**src/rtl/assert_macros.svh**
```systemverilog
// Assertion macros shared by the RTL of the WebSocket deframer.
// Expects a clock named clk and an active-low reset named arst_n in scope.
`ifndef ASSERT_MACROS_SVH
`define ASSERT_MACROS_SVH

// Same-cycle implication, checked outside reset.
`define ASSERT_IMP(lbl, ante, cons) \
	lbl: assert property (@(posedge clk) disable iff (!arst_n) (ante) |-> (cons)) \
		else $error("same-cycle implication violated");

// Next-cycle implication, checked outside reset.
`define ASSERT_NXT(lbl, ante, cons) \
	lbl: assert property (@(posedge clk) disable iff (!arst_n) (ante) |=> (cons)) \
		else $error("next-cycle implication violated");

`endif

```
**src/rtl/wsd_pkg.sv**
```systemverilog
// Types and codes for the WebSocket frame deframer.
// Used by wsd_parse and websocket_frame_deframer; depends on nothing.
package wsd_pkg;

	typedef enum logic [2:0] {
		PH_FIRST,
		PH_LEN,
		PH_EXT,
		PH_KEY,
		PH_DATA,
		PH_DEAD
	} phase_t;

	// result kinds
	localparam logic [1:0] KIND_HEADER  = 2'd0;
	localparam logic [1:0] KIND_PAYLOAD = 2'd1;
	localparam logic [1:0] KIND_ERROR   = 2'd2;

	// frame types
	localparam logic [2:0] FT_TEXT      = 3'd0;
	localparam logic [2:0] FT_TEXT_FRAG = 3'd1;
	localparam logic [2:0] FT_BIN       = 3'd2;
	localparam logic [2:0] FT_BIN_FRAG  = 3'd3;
	localparam logic [2:0] FT_PING      = 3'd4;
	localparam logic [2:0] FT_PONG      = 3'd5;

	// error codes
	localparam logic [1:0] ERR_OPCODE = 2'd0;
	localparam logic [1:0] ERR_LIMIT  = 2'd1;
	localparam logic [1:0] ERR_TOPBIT = 2'd2;

	// opcodes
	localparam logic [3:0] OP_CONT = 4'h0;
	localparam logic [3:0] OP_TEXT = 4'h1;
	localparam logic [3:0] OP_BIN  = 4'h2;
	localparam logic [3:0] OP_PING = 4'h9;
	localparam logic [3:0] OP_PONG = 4'hA;

	// length codes and header byte counts
	localparam logic [6:0] LEN_SHORT_MAX = 7'd125;
	localparam logic [6:0] LEN_CODE_16   = 7'd126;
	localparam logic [3:0] EXT16_BYTES   = 4'd2;
	localparam logic [3:0] EXT64_BYTES   = 4'd8;
	localparam logic [3:0] KEY_BYTES     = 4'd4;

	localparam logic [30:0] MAX_PAYLOAD_RST = 31'h7FFF_FFFF;

	typedef struct packed {
		logic        hit;
		logic [1:0]  kind;
		logic [2:0]  frame_type;
		logic [1:0]  error_code;
		logic [62:0] payload_length;
		logic        was_masked;
		logic [7:0]  payload_byte;
		logic        last;
	} res_t;

endpackage

```
**src/rtl/wsd_parse.sv**
```systemverilog
// Header and payload parser of the WebSocket deframer: frame state and
// one-byte-per-step decode. Depends on wsd_pkg.
module wsd_parse import wsd_pkg::*; (
	input  logic        clk,
	input  logic        arst_n,
	input  logic        step,
	input  logic [7:0]  byte_in,
	input  logic [30:0] max_payload,
	output res_t        res,
	output logic        dead
);

	phase_t      phase_q, phase_d;
	logic [2:0]  ftype_q, ftype_d;
	logic        mask_q, mask_d;
	logic [3:0]  hidx_q, hidx_d;
	logic [63:0] len_q, len_d;
	logic [31:0] key_q, key_d;
	logic [62:0] rem_q, rem_d;
	logic [1:0]  kidx_q, kidx_d;

	always_ff @(posedge clk or negedge arst_n) begin
		if (!arst_n) begin
			phase_q <= PH_FIRST;
			ftype_q <= '0;
			mask_q  <= 1'b0;
			hidx_q  <= '0;
			len_q   <= '0;
			key_q   <= '0;
			rem_q   <= '0;
			kidx_q  <= '0;
		end else if (step) begin
			phase_q <= phase_d;
			ftype_q <= ftype_d;
			mask_q  <= mask_d;
			hidx_q  <= hidx_d;
			len_q   <= len_d;
			key_q   <= key_d;
			rem_q   <= rem_d;
			kidx_q  <= kidx_d;
		end
	end

	always_comb begin
		logic [63:0] len_new;
		logic        len_chk;
		logic        fin_hdr;
		logic [62:0] fin_len;
		logic [7:0]  kb;

		phase_d = phase_q;
		ftype_d = ftype_q;
		mask_d  = mask_q;
		hidx_d  = hidx_q;
		len_d   = len_q;
		key_d   = key_q;
		rem_d   = rem_q;
		kidx_d  = kidx_q;
		res     = '0;
		len_new = len_q;
		len_chk = 1'b0;
		fin_hdr = 1'b0;
		fin_len = len_q[62:0];
		kb      = key_q[{kidx_q, 3'b000} +: 8];

		unique case (phase_q)
			PH_FIRST: begin
				phase_d = PH_LEN;
				unique case (byte_in[3:0])
					OP_CONT, OP_TEXT: ftype_d = byte_in[7] ? FT_TEXT : FT_TEXT_FRAG;
					OP_BIN:           ftype_d = byte_in[7] ? FT_BIN : FT_BIN_FRAG;
					OP_PING:          ftype_d = FT_PING;
					OP_PONG:          ftype_d = FT_PONG;
					default: begin
						phase_d        = PH_DEAD;
						res.hit        = 1'b1;
						res.kind       = KIND_ERROR;
						res.error_code = ERR_OPCODE;
					end
				endcase
			end
			PH_LEN: begin
				mask_d = byte_in[7];
				if (byte_in[6:0] <= LEN_SHORT_MAX) begin
					len_new = {57'd0, byte_in[6:0]};
					len_chk = 1'b1;
				end else begin
					len_new = '0;
					hidx_d  = (byte_in[6:0] == LEN_CODE_16) ? EXT16_BYTES : EXT64_BYTES;
					phase_d = PH_EXT;
				end
				len_d = len_new;
			end
			PH_EXT: begin
				len_new = {len_q[55:0], byte_in};
				len_d   = len_new;
				hidx_d  = hidx_q - 4'd1;
				if (hidx_q == 4'd1) begin
					if (len_new[63]) begin
						phase_d        = PH_DEAD;
						res.hit        = 1'b1;
						res.kind       = KIND_ERROR;
						res.error_code = ERR_TOPBIT;
					end else begin
						len_chk = 1'b1;
					end
				end
			end
			PH_KEY: begin
				// first key byte ends up in bits 7..0
				key_d  = {byte_in, key_q[31:8]};
				hidx_d = hidx_q - 4'd1;
				if (hidx_q == 4'd1) begin
					fin_hdr = 1'b1;
				end
			end
			PH_DATA: begin
				kidx_d           = kidx_q + 2'd1;
				rem_d            = rem_q - 63'd1;
				res.hit          = 1'b1;
				res.kind         = KIND_PAYLOAD;
				res.frame_type   = ftype_q;
				res.was_masked   = mask_q;
				res.payload_byte = mask_q ? (byte_in ^ kb) : byte_in;
				res.last         = (rem_q == 63'd1);
				if (rem_q == 63'd1) begin
					phase_d = PH_FIRST;
				end
			end
			PH_DEAD: begin
				phase_d = PH_DEAD;
			end
			default: begin
				phase_d = PH_DEAD;
			end
		endcase

		// length is known: check the limit, then go to the key or finish
		if (len_chk) begin
			if (len_new > {33'd0, max_payload}) begin
				phase_d            = PH_DEAD;
				res.hit            = 1'b1;
				res.kind           = KIND_ERROR;
				res.error_code     = ERR_LIMIT;
				res.payload_length = len_new[62:0];
			end else if (mask_d) begin
				phase_d = PH_KEY;
				hidx_d  = KEY_BYTES;
			end else begin
				fin_hdr = 1'b1;
				fin_len = len_new[62:0];
			end
		end

		if (fin_hdr) begin
			rem_d              = fin_len;
			kidx_d             = '0;
			hidx_d             = '0;
			phase_d            = (fin_len == 63'd0) ? PH_FIRST : PH_DATA;
			res.hit            = 1'b1;
			res.kind           = KIND_HEADER;
			res.frame_type     = ftype_d;
			res.payload_length = fin_len;
			res.was_masked     = mask_d;
		end
	end

	assign dead = (phase_q == PH_DEAD);

endmodule

```
**src/rtl/websocket_frame_deframer.sv**
```systemverilog
// WebSocket frame deframer, top level: input register, parser, result register.
// A byte passes through the input register, and its result, if any, through the result register.
// Throughput: one byte per cycle while the result side does not stall, with one parser state update per byte.
// Reset (arst_n low, asynchronous) waits for a first header byte, clears any
// latched error and sets max_payload to 2^31-1. Depends on wsd_pkg, wsd_parse.
`include "assert_macros.svh"

module websocket_frame_deframer import wsd_pkg::*; (
	input  logic        clk,
	input  logic        arst_n,
	// configuration: payload length limit
	input  logic        cfg_we,
	input  logic [30:0] cfg_data,
	// raw stream word in
	input  logic        byte_valid,
	output logic        byte_stall,
	input  logic [7:0]  stream_byte,
	// result word out
	output logic        result_valid,
	input  logic        result_stall,
	output logic [1:0]  kind,
	output logic [2:0]  frame_type,
	output logic [1:0]  error_code,
	output logic [62:0] payload_length,
	output logic        was_masked,
	output logic [7:0]  payload_byte,
	output logic        last
);

	logic [30:0] max_q;
	logic        valid_s1;
	logic [7:0]  byte_s1;
	logic        valid_s2;
	res_t        res_s2;
	res_t        res;
	logic        out_free;
	logic        step;
	logic        dead;

	// The limit register. The user must write it only while the pipe is empty; the block does not enforce this.
	always_ff @(posedge clk or negedge arst_n) begin
		if (!arst_n) begin
			max_q <= MAX_PAYLOAD_RST;
		end else if (cfg_we) begin
			max_q <= cfg_data;
		end
	end

	// The result register can load when empty or when its word leaves now.
	assign out_free   = !valid_s2 || !result_stall;
	// Advance the parser whenever the held byte can drop its result, if any.
	// A byte with no result still needs a free slot, which keeps this simple
	// and costs nothing at full rate since the slot frees every cycle.
	assign step       = valid_s1 && out_free;
	assign byte_stall = valid_s1 && !out_free;

	// Input register: hold the byte while the result side stalls.
	always_ff @(posedge clk or negedge arst_n) begin
		if (!arst_n) begin
			valid_s1 <= 1'b0;
		end else if (!byte_stall) begin
			valid_s1 <= byte_valid;
		end
	end

	always_ff @(posedge clk) begin
		if (byte_valid && !byte_stall) begin
			byte_s1 <= stream_byte;
		end
	end

	wsd_parse u_parse (
		.clk         (clk),
		.arst_n      (arst_n),
		.step        (step),
		.byte_in     (byte_s1),
		.max_payload (max_q),
		.res         (res),
		.dead        (dead)
	);

	// Result register: load a word when the parser yields one, else drain.
	always_ff @(posedge clk or negedge arst_n) begin
		if (!arst_n) begin
			valid_s2 <= 1'b0;
		end else if (out_free) begin
			valid_s2 <= step && res.hit;
		end
	end

	always_ff @(posedge clk) begin
		if (out_free && step && res.hit) begin
			res_s2 <= res;
		end
	end

	assign result_valid   = valid_s2;
	assign kind           = res_s2.kind;
	assign frame_type     = res_s2.frame_type;
	assign error_code     = res_s2.error_code;
	assign payload_length = res_s2.payload_length;
	assign was_masked     = res_s2.was_masked;
	assign payload_byte   = res_s2.payload_byte;
	assign last           = res_s2.last;

	// A result that the parser yields is always captured.
	`ASSERT_NXT(a_res_captured, step && res.hit, valid_s2)
	// An error result leaves the parser dead.
	`ASSERT_NXT(a_err_kills, step && res.hit && res.kind == KIND_ERROR, dead)
	// A dead parser never yields another result.
	`ASSERT_IMP(a_dead_silent, dead, !res.hit)
	// Only payload words carry the last flag.
	`ASSERT_IMP(a_last_payload, res.hit && res.last, res.kind == KIND_PAYLOAD)

endmodule
```
**config.mk**
```make
export PLATFORM = sky130hd
export DESIGN_NAME = websocket_frame_deframer
export DESIGN_NICKNAME = d
export VERILOG_FILES = /design/src/rtl/wsd_pkg.sv /design/src/rtl/wsd_parse.sv /design/src/rtl/websocket_frame_deframer.sv
export VERILOG_INCLUDE_DIRS = /design/src /design/src/rtl
export SDC_FILE = /design/constraint.sdc
export NUM_CORES = 1
export LEC_CHECK = 0
export BUFFER_PORTS_ARGS = -buffer_cell sky130_fd_sc_hd__buf_2
export CAP_MARGIN = 20
export CORE_UTILIZATION = 25
export DETAILED_ROUTE_END_ITERATION = 10
export GPL_TIMING_DRIVEN = 0
export PLACE_DENSITY = 0.37
export SLEW_MARGIN = 20
export SYNTH_ARGS = -nofsm -noshare
export SYNTH_HDL_FRONTEND = slang
export SYNTH_HIERARCHICAL = 1
export SYNTH_SLANG_ARGS = --single-unit
```
**constraint.sdc**
```tcl
create_clock -name clk -period 18.05 [get_ports clk]
set_clock_uncertainty 0.05 [all_clocks]
set_input_delay 1.805 -clock clk [delete_from_list [all_inputs] [get_ports clk]]
set_output_delay 1.805 -clock clk [all_outputs]
set_load 0.03 [all_outputs]
```
After elaboration in Yosys (flattened, before gate mapping). Index checks and enable logic that the tools add are counted.

Register bits: 293. Input port bits: 44. Output and inout bits: 82. Logic and storage cells: 114.

Add/sub/neg operators: 3. $lt $le $gt $ge: 2. Equality and inequality tests: 11. Shifts and indexed selects: 1. Multiplexer cells: 57. Bitwise logic cells: 1. Reductions and logical operators: 20.

Operators with widths (count): $mux W63 (5); $mux W65 (2); $pmux W64 S2 (1); $gt A64 B31 Y1 (1); $mux W64 (1); $eq A63 B1 Y1 const B (1); $logic_not A63 Y1 (1); $sub A63 B1 Y63 const B (1); $mux W3 (17); $shiftx A32 B6 Y8 (1); $mux W4 (6); $pmux W3 S5 (1); $pmux W3 S4 (1); $mux W1 (11); $mux W10 (1); $mux W2 (5); $pmux W3 S3 (1); $eq A4 B1 Y1 const B (2); $eq A4 B4 Y1 const B (2); $mux W8 (1); $pmux W4 S2 (1); $xor A8 B8 Y8 (1); $eq A7 B7 Y1 const B (1); $le A7 B7 Y1 const B (1); other kinds (18) (29).

Logic depth before layout (Yosys ltp). Gate-level depths: netlist (run 1).

Depth in word-level cells: 9. Mapped depth: 23. Depth with buffers taken out: 18.

Cells and area by module. Netlist (run 1), hierarchy kept.

Modules (own cells, without submodules): wsd_parse (instances 1, cells an instance 1557, area each 12749.7 um^2, sequential area each 4304.1 um^2); websocket_frame_deframer (instances 1, cells an instance 164, area each 3933.8 um^2, sequential area each 3507.1 um^2).

Worst setup path after synthesis (run 1). Ideal clock, no wire load.

Kind: register -> register. From: register u_parse.phase_q[1]. To: register res_s2, in the netlist error_code[0], enable pin. Setup time: 545 ps. Arrival: 7538 ps. Data required time: 17455 ps. Slack: 9918 ps. Cell stages (with the launch flop): 21. Path buffers: 6. Clock period less this slack: 8132 ps. Cell sequence: dfrtp_1 > buf_2 > buf_2 > buf_4 > inv_2 > buf_2 > buf_2 > a22o_1 > a22oi_1 > inv_1 > ha_1 > nand4_1 > nor3_1 > or3_1 > a211o_1 > o31ai_4 > a21oi_2 > buf_2 > nand3_1 > nand2_1 > a21oi_1.

RTL lines: from (decl) (line wsd_parse.sv:13) `phase_t phase_q, phase_d;`; from (signal assigned) (line wsd_parse.sv:33) `phase_q <= phase_d;`; to (signal assigned) (line websocket_frame_deframer.sv:93) `res_s2 <= res;`; to (decl) (line websocket_frame_deframer.sv:34) `res_t res_s2;`.

==> impl_results.html, run 1 <==
<table>
<tr><th>Metric</th><th>Value</th></tr>
<tr><th colspan="2">Outcome</th></tr>
<tr><td>Outcome</td><td>finished, final reports clean</td></tr>
<tr><th colspan="2">Placement</th></tr>
<tr><td>Pre-CTS setup slack</td><td>10730 ps</td></tr>
<tr><td>Gpl congestion</td><td>0.922</td></tr>
<tr><td>Placed cell area</td><td>about 19000 um^2</td></tr>
<tr><td>Cell Count Post-Placement</td><td>around 2700</td></tr>
<tr><td>Number of buffers added on ports</td><td>125</td></tr>
<tr><td>Placed wire-length estimate after detailed placement</td><td>~57000 um</td></tr>
<tr><th colspan="2">Timing</th></tr>
<tr><td>Total setup violations reported at the end of the flow</td><td>0</td></tr>
<tr><td>Total count of hold-check failures in the final report</td><td>0</td></tr>
<tr><td>Final Worst Setup Slack</td><td>around 11000 ps</td></tr>
<tr><td>Timing-limited maximum frequency</td><td>around 140 MHz</td></tr>
<tr><td>Slew HR</td><td>0.176</td></tr>
<tr><td>RSZ-0062 raised after global routing</td><td>no</td></tr>
<tr><td>Fin Setup TNS</td><td>0 ps</td></tr>
<tr><td>Measured slew at the worst slew-check pin</td><td>approximately 1200 ps</td></tr>
<tr><td>Final period utilization</td><td>0.410</td></tr>
<tr><td>Final Hold Slack</td><td>429 ps</td></tr>
<tr><td>Period minus WS final</td><td>roughly 7400 ps</td></tr>
<tr><td>Final Max Tran Viols</td><td>0</td></tr>
<tr><th colspan="2">Drt</th></tr>
<tr><td>Final WL</td><td>approximately 77000 um</td></tr>
<tr><td>Antenna-violating nets left</td><td>0</td></tr>
<tr><td>Via density per instance</td><td>around 5.5</td></tr>
<tr><td>Per-cell routed wire length</td><td>~27 um</td></tr>
<tr><td>Number of vias in the routed layout</td><td>15300</td></tr>
<tr><td>Total DRC errors in the routed layout</td><td>0</td></tr>
<tr><td>Initial DRC count</td><td>about 1500</td></tr>
<tr><td>Number of iterations in the first detailed-routing pass</td><td>5</td></tr>
<tr><th colspan="2">Die</th></tr>
<tr><td>Area of the core</td><td>65900 um^2</td></tr>
<tr><td>Starting density of the core</td><td>0.253</td></tr>
<tr><td>Horiz. Die Dim</td><td>260 um</td></tr>
<tr><td>Site Rows</td><td>between 90 and 100</td></tr>
<tr><td>Die Y</td><td>260 um</td></tr>
<tr><td>Number of top-level pins</td><td>approximately 130</td></tr>
<tr><td>Full die area</td><td>roughly 68000 um^2</td></tr>
<tr><th colspan="2">Worst setup path</th></tr>
<tr><td>Critical-path cell list</td><td>clkbuf_1 &gt; clkbuf_1 &gt; clkbuf_1 &gt; a21oi_1 &gt; a22oi_1 &gt; inv_1 &gt; ha_1 &gt; a21oi_1 &gt; o21ai_0 &gt; a211o_1 &gt; o31ai_4 &gt; nand2_2 &gt; o21bai_4 &gt; inv_2 &gt; a211oi_2 &gt; nand3_1 &gt; nand2_1 &gt; a21oi_4 &gt; buf_16 &gt; buf_16</td></tr>
<tr><td>Critical-path top delay cell</td><td>sky130_fd_sc_hd__clkbuf_1</td></tr>
<tr><td>FF-to-FF path depth</td><td>20</td></tr>
<tr><td>Kind of start point of the critical path</td><td>flop</td></tr>
<tr><td>Delay contributed by the slowest stage of the critical path</td><td>770 ps</td></tr>
<tr><td>Data required time at the worst endpoint</td><td>18310 ps</td></tr>
<tr><td>Arrival @ worst endpoint</td><td>around 7700 ps</td></tr>
<tr><td>Cell seen most often among critical-path stages</td><td>sky130_fd_sc_hd__clkbuf_1</td></tr>
<tr><td>Kind of critical path</td><td>flop to flop</td></tr>
<tr><td>Critical Path Sink Type</td><td>flop</td></tr>
<tr><td>Largest fanout on the critical path</td><td>22</td></tr>
<tr><th colspan="2">GRT</th></tr>
<tr><td>Number of antenna violations at the first check in global routing</td><td>1</td></tr>
<tr><td>Remaining global-route overflow</td><td>0</td></tr>
<tr><td>Largest net degree at the start of global routing</td><td>around 80</td></tr>
<tr><td>First-pass GRT wire length</td><td>110000 um</td></tr>
<tr><td>Vias in the first global route</td><td>roughly 15000</td></tr>
<tr><td>GR Util All Layers</td><td>0.225</td></tr>
<tr><th colspan="2">Power and ir drop</th></tr>
<tr><td>Worst ir drop on vdd</td><td>around 0.072 mV</td></tr>
<tr><td>Post-layout total power</td><td>between 3 and 4 mW</td></tr>
<tr><td>Power density over the cells</td><td>177 nW/um^2</td></tr>
<tr><td>Leak</td><td>approximately 8.0 nW</td></tr>
<tr><th colspan="2">Final layout</th></tr>
<tr><td>Layout cell share with drive strength beyond 1</td><td>0.195</td></tr>
<tr><td>Final non-filler cell total</td><td>2790</td></tr>
<tr><td>Final design area excluding fillers</td><td>20000 um^2</td></tr>
<tr><td>Final design utilization</td><td>0.303</td></tr>
<tr><td>Number of nets in the finished design</td><td>between 1500 and 2000</td></tr>
<tr><td>Area Overhead vs Synth</td><td>19.8%</td></tr>
<tr><th colspan="2">CTS</th></tr>
<tr><td>Count of hold-fix buffers inserted at cts</td><td>0</td></tr>
<tr><td>TritonCTS clock tree</td><td>built</td></tr>
<tr><td>Clock Tree Root</td><td>sky130_fd_sc_hd__clkbuf_16</td></tr>
<tr><td>Clock tree buffer depth</td><td>3</td></tr>
<tr><td>Sink Count</td><td>293</td></tr>
<tr><td>Resized Gates After CTS</td><td>0</td></tr>
<tr><td>Clock H-tree levels</td><td>2</td></tr>
<tr><td>Later-pin clock latency in the skew report</td><td>around 570 ps</td></tr>
<tr><td>TritonCTS Buffers</td><td>40</td></tr>
<tr><td>Postcts setup bufs</td><td>0</td></tr>
<tr><td>CTS clock-pin slew for the worst setup and hold paths</td><td>about 60 ps</td></tr>
<tr><th colspan="2">Worst hold path</th></tr>
<tr><td>Worst hold path class</td><td>flop to flop</td></tr>
<tr><td>Number of stages on the worst hold path</td><td>2</td></tr>
<tr><th colspan="2">Synthesis</th></tr>
<tr><td>Syn Inst Count</td><td>1720</td></tr>
<tr><td>Yosys Warn Count</td><td>6</td></tr>
<tr><td>Cell area after synthesis</td><td>between 15000 and 20000 um^2</td></tr>
<tr><td>Syn nets</td><td>roughly 1800</td></tr>
<tr><td>Avg Inst Size Synth</td><td>~9.7 um^2</td></tr>
<tr><th colspan="2">Run</th></tr>
<tr><td>Reported max-cap violation count</td><td>0</td></tr>
</table>
-- layout make-up --
class | instances | area, um^2
fillers | 6977 | 45900
multi-input cells | 1215 | 7990
flip-flops and latches | 293 | 7810
clock buffers | 55 | 1140
well taps | 864 | 1080
repair buffers | 131 | 801
plain buffers | 122 | 573
inverters | 90 | 338
clock inverters | 19 | 243
diodes | 1 | 2.50
-- worst max-delay path: cells and delay by family (launching register included) --
family,cells,cell delay [ps]
AO/OA/AOI/OAI,9,2840
adder cells (fa/ha/maj),1,340
buffers and inverters,7,2640
flip-flops,1,630
AND/OR/NAND/NOR,3,580
-- registers in the layout, indices dropped and copies added, names as in the netlist, 2 cells and up --
| register | count |
|---|---|
| payload_byte | 8 |
| u_parse/rem_q | 63 |
| u_parse/len_q | 64 |
| frame_type | 3 |
| u_parse/kidx_q | 2 |
| u_parse/key_q | 32 |
| u_parse/ftype_q | 3 |
| error_code | 2 |
| payload_length | 63 |
| max_q | 31 |
| kind | 2 |
| u_parse/hidx_q | 4 |
| byte_s1 | 8 |
| u_parse/phase_q | 3 |
-- routing by layer --
layer / wire length [um] / vias to the layer above / global-route usage / share of wire
li1: - / 6799 / - / -
met1: 35200 / 7810 / 0.318 / 0.46
met2: 34400 / 579 / 0.348 / 0.45
met3: 4670 / 121 / 0.0354 / 0.061
met4: 2250 / 0 / 0.0726 / 0.029
met5: 0 / - / 0 / 0
-- cells in the final DEF, fill, tap and decap left out, types with 9 or more instances in the layout --
cell,instances
sky130_fd_sc_hd__a21o_1,13
sky130_fd_sc_hd__a21oi_1,114
sky130_fd_sc_hd__a221oi_1,12
sky130_fd_sc_hd__a22o_1,43
sky130_fd_sc_hd__a22oi_1,39
sky130_fd_sc_hd__a31oi_1,13
sky130_fd_sc_hd__a32oi_1,9
sky130_fd_sc_hd__and2_1,25
sky130_fd_sc_hd__and3_1,19
sky130_fd_sc_hd__buf_1,10
sky130_fd_sc_hd__buf_2,153
sky130_fd_sc_hd__buf_4,10
sky130_fd_sc_hd__clkbuf_1,75
sky130_fd_sc_hd__clkbuf_16,43
sky130_fd_sc_hd__dfrtp_1,174
sky130_fd_sc_hd__dfstp_2,31
sky130_fd_sc_hd__edfxtp_1,88
sky130_fd_sc_hd__ha_1,35
sky130_fd_sc_hd__inv_1,86
sky130_fd_sc_hd__mux2_2,66
sky130_fd_sc_hd__nand2_1,140
sky130_fd_sc_hd__nand2b_1,13
sky130_fd_sc_hd__nand3_1,17
sky130_fd_sc_hd__nand4_1,23
sky130_fd_sc_hd__nor2_1,134
sky130_fd_sc_hd__nor2b_1,16
sky130_fd_sc_hd__nor3_1,53
sky130_fd_sc_hd__nor3b_1,27
sky130_fd_sc_hd__nor4_1,44
sky130_fd_sc_hd__nor4bb_1,19
sky130_fd_sc_hd__o21ai_0,113
sky130_fd_sc_hd__o21ai_1,13
sky130_fd_sc_hd__o22ai_1,16
sky130_fd_sc_hd__o2bb2ai_1,15
sky130_fd_sc_hd__o31ai_1,14
sky130_fd_sc_hd__or3_1,22
sky130_fd_sc_hd__or4_1,11
-- path summary, 6_finish.rpt --
check                                                from                              to  slack (ps)
min in group asynchronous                          arst_n   u_parse/len_q[46]$_DFFE_PN0P_        1110
setup / recovery           u_parse/phase_q[2]$_DFFE_PN0P_    payload_length[40]$_DFFE_PP_       10650
setup reg to reg           u_parse/phase_q[2]$_DFFE_PN0P_    payload_length[40]$_DFFE_PP_       10650
hold / removal             u_parse/ftype_q[0]$_DFFE_PN0P_  u_parse/ftype_q[0]$_DFFE_PN0P_         430
hold reg to reg            u_parse/ftype_q[0]$_DFFE_PN0P_  u_parse/ftype_q[0]$_DFFE_PN0P_         430
max in group asynchronous                          arst_n    u_parse/key_q[8]$_DFFE_PN0P_       16000
-- where the power goes --
group	switching (mW)	internal (mW)	total, mW
clock network	0.332	0.517	0.849
logic	1.04	0.489	1.53
registers	0.240	0.928	1.17
Power figures use the tool's default switching activity.
==> inputs of run 2 (changes only) <==
--- a/config.mk
+++ b/config.mk
@@ -11,7 +11,7 @@
 export CORE_UTILIZATION = 25
 export DETAILED_ROUTE_END_ITERATION = 10
 export GPL_TIMING_DRIVEN = 0
-export PLACE_DENSITY = 0.37
+export PLACE_DENSITY = 0.38
 export SLEW_MARGIN = 20
 export SYNTH_ARGS = -nofsm -noshare
 export SYNTH_HDL_FRONTEND = slang
==> constraint.sdc (replaced) <==
create_clock -name clk -period 6.8 [get_ports clk]
set_clock_uncertainty 0.05 [all_clocks]
set_input_delay 0.68 -clock clk [delete_from_list [all_inputs] [get_ports clk]]
set_output_delay 0.68 -clock clk [all_outputs]
set_load 0.03 [all_outputs]
==> run 2 against run 1 <==
  * Combinational power rose to 2.7 times the previous value
  * Critical path type unchanged
  * First-iteration DRC count up 6.8%
  * Worst hold slack worse by 420 ps
  * Largest cell class unchanged
  * Clock power rose to 2.7 times the previous value
  * Fmax up 12%
  * Routed wire length down 1.2%
  * Power rose to 2.7 times the previous value
  * Critical path depth up 2
  * Flip-flop and latch count unchanged
  * Clock-buffer cell count down 6
  * Final cell count about the same
==> impl_results.html, run 2 (synthesis results as in run 1) <==
<table>
<tr><th>Metric</th><th>Value</th></tr>
<tr><th colspan="2">Placement</th></tr>
<tr><td>Gpl congestion</td><td>0.936</td></tr>
<tr><td>Number of buffers added on ports</td><td>125</td></tr>
<tr><td>Cell Count Post-Placement</td><td>approximately 2700</td></tr>
<tr><td>Placed wire-length estimate after detailed placement</td><td>approximately 56000 um</td></tr>
<tr><td>Placed cell area</td><td>18600 um^2</td></tr>
<tr><td>Pre-CTS setup slack</td><td>-490 ps</td></tr>
<tr><th colspan="2">Worst setup path</th></tr>
<tr><td>Critical-path top delay cell</td><td>sky130_fd_sc_hd__clkbuf_1</td></tr>
<tr><td>Combined buffer and inverter count along the critical path</td><td>8</td></tr>
<tr><td>Critical-path cell list</td><td>buf_2 &gt; a21o_1 &gt; buf_6 &gt; clkbuf_1 &gt; clkbuf_1 &gt; a22oi_1 &gt; inv_1 &gt; ha_1 &gt; nand4_1 &gt; nor3_1 &gt; or3_1 &gt; a211o_1 &gt; o31ai_4 &gt; nand2_2 &gt; o21bai_4 &gt; inv_2 &gt; a211oi_2 &gt; nand3_1 &gt; nand2_1 &gt; a21oi_4 &gt; buf_16 &gt; buf_16</td></tr>
<tr><td>Largest fanout on the critical path</td><td>20</td></tr>
<tr><td>Critical Path Sink Type</td><td>flop</td></tr>
<tr><td>Arrival @ worst endpoint</td><td>6870 ps</td></tr>
<tr><td>Kind of critical path</td><td>flop to flop</td></tr>
<tr><td>Crit-path leading delay family</td><td>buffers and inverters</td></tr>
<tr><td>Delay contributed by the slowest stage of the critical path</td><td>560 ps</td></tr>
<tr><td>Data required time at the worst endpoint</td><td>slightly above 7000 ps</td></tr>
<tr><td>Kind of start point of the critical path</td><td>flop</td></tr>
<tr><th colspan="2">Power and ir drop</th></tr>
<tr><td>Power density over the cells</td><td>about 470 nW/um^2</td></tr>
<tr><td>Worst ir drop on vdd</td><td>around 0.16 mV</td></tr>
<tr><td>Leak</td><td>8.04 nW</td></tr>
<tr><th colspan="2">Drt</th></tr>
<tr><td>Per-cell routed wire length</td><td>27.1 um</td></tr>
<tr><td>Initial DRC count</td><td>1584</td></tr>
<tr><td>Antenna-violating nets left</td><td>0</td></tr>
<tr><td>Number of iterations in the first detailed-routing pass</td><td>7</td></tr>
<tr><td>Final WL</td><td>approximately 76000 um</td></tr>
<tr><td>Total DRC errors in the routed layout</td><td>0</td></tr>
<tr><td>Number of vias in the routed layout</td><td>15300</td></tr>
<tr><td>Via density per instance</td><td>~5.5</td></tr>
<tr><th colspan="2">CTS</th></tr>
<tr><td>Count of hold-fix buffers inserted at cts</td><td>0</td></tr>
<tr><td>TritonCTS clock tree</td><td>built</td></tr>
<tr><td>CTS clock-pin slew for the worst setup and hold paths</td><td>about 60 ps</td></tr>
<tr><td>TritonCTS Buffers</td><td>40</td></tr>
<tr><td>Clock H-tree levels</td><td>2</td></tr>
<tr><td>Clock tree buffer depth</td><td>3</td></tr>
<tr><td>Clock Tree Root</td><td>sky130_fd_sc_hd__clkbuf_16</td></tr>
<tr><td>Sink Count</td><td>between 200 and 300</td></tr>
<tr><td>Later-pin clock latency in the skew report</td><td>580 ps</td></tr>
<tr><th colspan="2">Final layout</th></tr>
<tr><td>Final non-filler cell total</td><td>~2800</td></tr>
<tr><td>Final design utilization</td><td>0.304</td></tr>
<tr><td>Most frequent cells in the layout</td><td>sky130_fd_sc_hd__dfrtp_1, sky130_fd_sc_hd__buf_2, sky130_fd_sc_hd__nand2_1, sky130_fd_sc_hd__nor2_1, sky130_fd_sc_hd__a21oi_1</td></tr>
<tr><td>Layout cell share with drive strength beyond 1</td><td>0.200</td></tr>
<tr><td>Flip-flop count of the largest register, all copies and words added</td><td>between 60 and 70</td></tr>
<tr><td>Antenna cell count</td><td>0</td></tr>
<tr><td>Largest reg by FF count</td><td>u_parse/len_q</td></tr>
<tr><td>Number of nets in the finished design</td><td>1974</td></tr>
<tr><td>Leading cell type in the layout, fill and taps excluded</td><td>sky130_fd_sc_hd__dfrtp_1</td></tr>
<tr><td>Area Overhead vs Synth</td><td>20.2%</td></tr>
<tr><td>Filler cells</td><td>between 6000 and 7000</td></tr>
<tr><td>Final design area excluding fillers</td><td>20000 um^2</td></tr>
<tr><th colspan="2">Die</th></tr>
<tr><td>Starting density of the core</td><td>0.253</td></tr>
<tr><td>Full die area</td><td>a little under 70000 um^2</td></tr>
<tr><td>Die Y</td><td>between 200 and 300 um</td></tr>
<tr><td>Horiz. Die Dim</td><td>260 um</td></tr>
<tr><td>Site Rows</td><td>94</td></tr>
<tr><td>Number of top-level pins</td><td>between 100 and 150</td></tr>
<tr><td>Area of the core</td><td>between 60000 and 70000 um^2</td></tr>
<tr><th colspan="2">Timing</th></tr>
<tr><td>Final Worst Setup Slack</td><td>slightly below 200 ps</td></tr>
<tr><td>Period minus WS final</td><td>between 6000 and 7000 ps</td></tr>
<tr><td>Final period utilization</td><td>0.971</td></tr>
<tr><td>Total setup violations reported at the end of the flow</td><td>0</td></tr>
<tr><td>Measured slew at the worst slew-check pin</td><td>~1300 ps</td></tr>
<tr><td>Slew HR</td><td>0.136</td></tr>
<tr><td>Timing-limited maximum frequency</td><td>~150 MHz</td></tr>
<tr><td>RSZ-0062 raised after global routing</td><td>no</td></tr>
<tr><td>Total count of hold-check failures in the final report</td><td>0</td></tr>
<tr><td>Final Max Tran Viols</td><td>0</td></tr>
<tr><th colspan="2">Worst hold path</th></tr>
<tr><td>Worst hold path class</td><td>input port to asynchronous set/reset pin</td></tr>
<tr><th colspan="2">Run</th></tr>
<tr><td>Reported max-cap violation count</td><td>0</td></tr>
<tr><th colspan="2">GRT</th></tr>
<tr><td>Vias in the first global route</td><td>between 15000 and 20000</td></tr>
<tr><td>Remaining global-route overflow</td><td>0</td></tr>
<tr><td>Number of antenna violations at the first check in global routing</td><td>2</td></tr>
<tr><td>GR Util All Layers</td><td>0.222</td></tr>
<tr><td>Largest net degree at the start of global routing</td><td>85</td></tr>
<tr><td>First-pass GRT wire length</td><td>approximately 110000 um</td></tr>
<tr><th colspan="2">Outcome</th></tr>
<tr><td>Outcome</td><td>finished, final reports clean</td></tr>
</table>
-- run 2: cell count changes in the layout (fill, tap and decap cells not counted), sizes merged --
cell | before | now
clkinv | 10 | 16
bufinv | 5 | 8
inv | 91 | 90
clkbuf | 123 | 117
buf | 185 | 187
diode | 1 | 0
clkinvlp | 3 | 1
-- run 2: per-layer routing --
metal | up-vias | track usage | wire (um)
met2 | 619 | 0.346 | 34000
met5 | - | 0 | 0
met3 | 109 | 0.0313 | 5120
met1 | 7765 | 0.316 | 34200
li1 | 6795 | - | -
met4 | 0 | 0.0710 | 2330
-- run 2: cell type report --
class | instances | area, um^2 | share of cell area
multi-input combinational | 1215 | 8010 | 0.400
inverter | 90 | 338 | 0.0169
tap | 864 | 1080 | 0.0539
sequential | 293 | 7810 | 0.390
clock inverter | 25 | 329 | 0.0164
buffer | 121 | 576 | 0.0287
timing repair buffer | 134 | 823 | 0.0411
clock buffer | 49 | 1080 | 0.0537
-- run 2: worst register-to-register path: stages, from the launching register on --
cell and delay [ps]:
sky130_fd_sc_hd__dfrtp_1 410, sky130_fd_sc_hd__buf_2 210, sky130_fd_sc_hd__a21o_1 250, sky130_fd_sc_hd__buf_6 170
sky130_fd_sc_hd__clkbuf_1 480, sky130_fd_sc_hd__clkbuf_1 560, sky130_fd_sc_hd__a22oi_1 280, sky130_fd_sc_hd__inv_1 130
sky130_fd_sc_hd__ha_1 250, sky130_fd_sc_hd__nand4_1 230, sky130_fd_sc_hd__nor3_1 100, sky130_fd_sc_hd__or3_1 410
sky130_fd_sc_hd__a211o_1 360, sky130_fd_sc_hd__o31ai_4 340, sky130_fd_sc_hd__nand2_2 170, sky130_fd_sc_hd__o21bai_4 310
sky130_fd_sc_hd__inv_2 270, sky130_fd_sc_hd__a211oi_2 480, sky130_fd_sc_hd__nand3_1 170, sky130_fd_sc_hd__nand2_1 180
sky130_fd_sc_hd__a21oi_4 120, sky130_fd_sc_hd__buf_16 220, sky130_fd_sc_hd__buf_16 200
-- run 2: final timing paths --
check | from | to | slack (ps) | depth (start not counted)
worst max register to register | u_parse/phase_q[1]$_DFFE_PN0P_ | payload_length[29]$_DFFE_PP_ | 200 | 22
worst max-delay path | u_parse/phase_q[1]$_DFFE_PN0P_ | payload_length[29]$_DFFE_PP_ | 200 | 22
worst min register to register | u_parse/rem_q[44]$_DFFE_PN0P_ | u_parse/rem_q[44]$_DFFE_PN0P_ | 420 | 1
min in group clk | stream_byte[4] | byte_s1[4]$_DFFE_PP_ | 230 | 1
max in group asynchronous | arst_n | u_parse/len_q[54]$_DFFE_PN0P_ | 5840 | 2
worst min-delay path | arst_n | u_parse/len_q[4]$_DFFE_PN0P_ | 5 | 1
-- run 2: where the power goes --
| part | internal (mW) | switching (mW) |
|---|---|---|
| combinational | 1.32 | 2.76 |
| sequential | 2.46 | 0.634 |
| clock | 1.43 | 0.871 |
| total | 5.22 | 4.26 |
-- run 2: what timing repair did --
item,CTS,global route
endpoints found under the setup margin,83,71
pin swaps,1,1
setup buffers,1,2
gates resized for setup,4,8
-- run 2: metrics by stage --
stage | hold slack (ps) | power, mW | setup TNS (ps)
3_3_place_gp | 404 | 7.06 | -257900
4_1_cts | 17.6 | 9.50 | 0
2_1_floorplan | 334 | 5.38 | 0
6_report | 4.70 | 9.48 | 0
3_5_place_dp | 409 | 7.13 | -29880
5_1_grt | 26.8 | 9.97 | 0
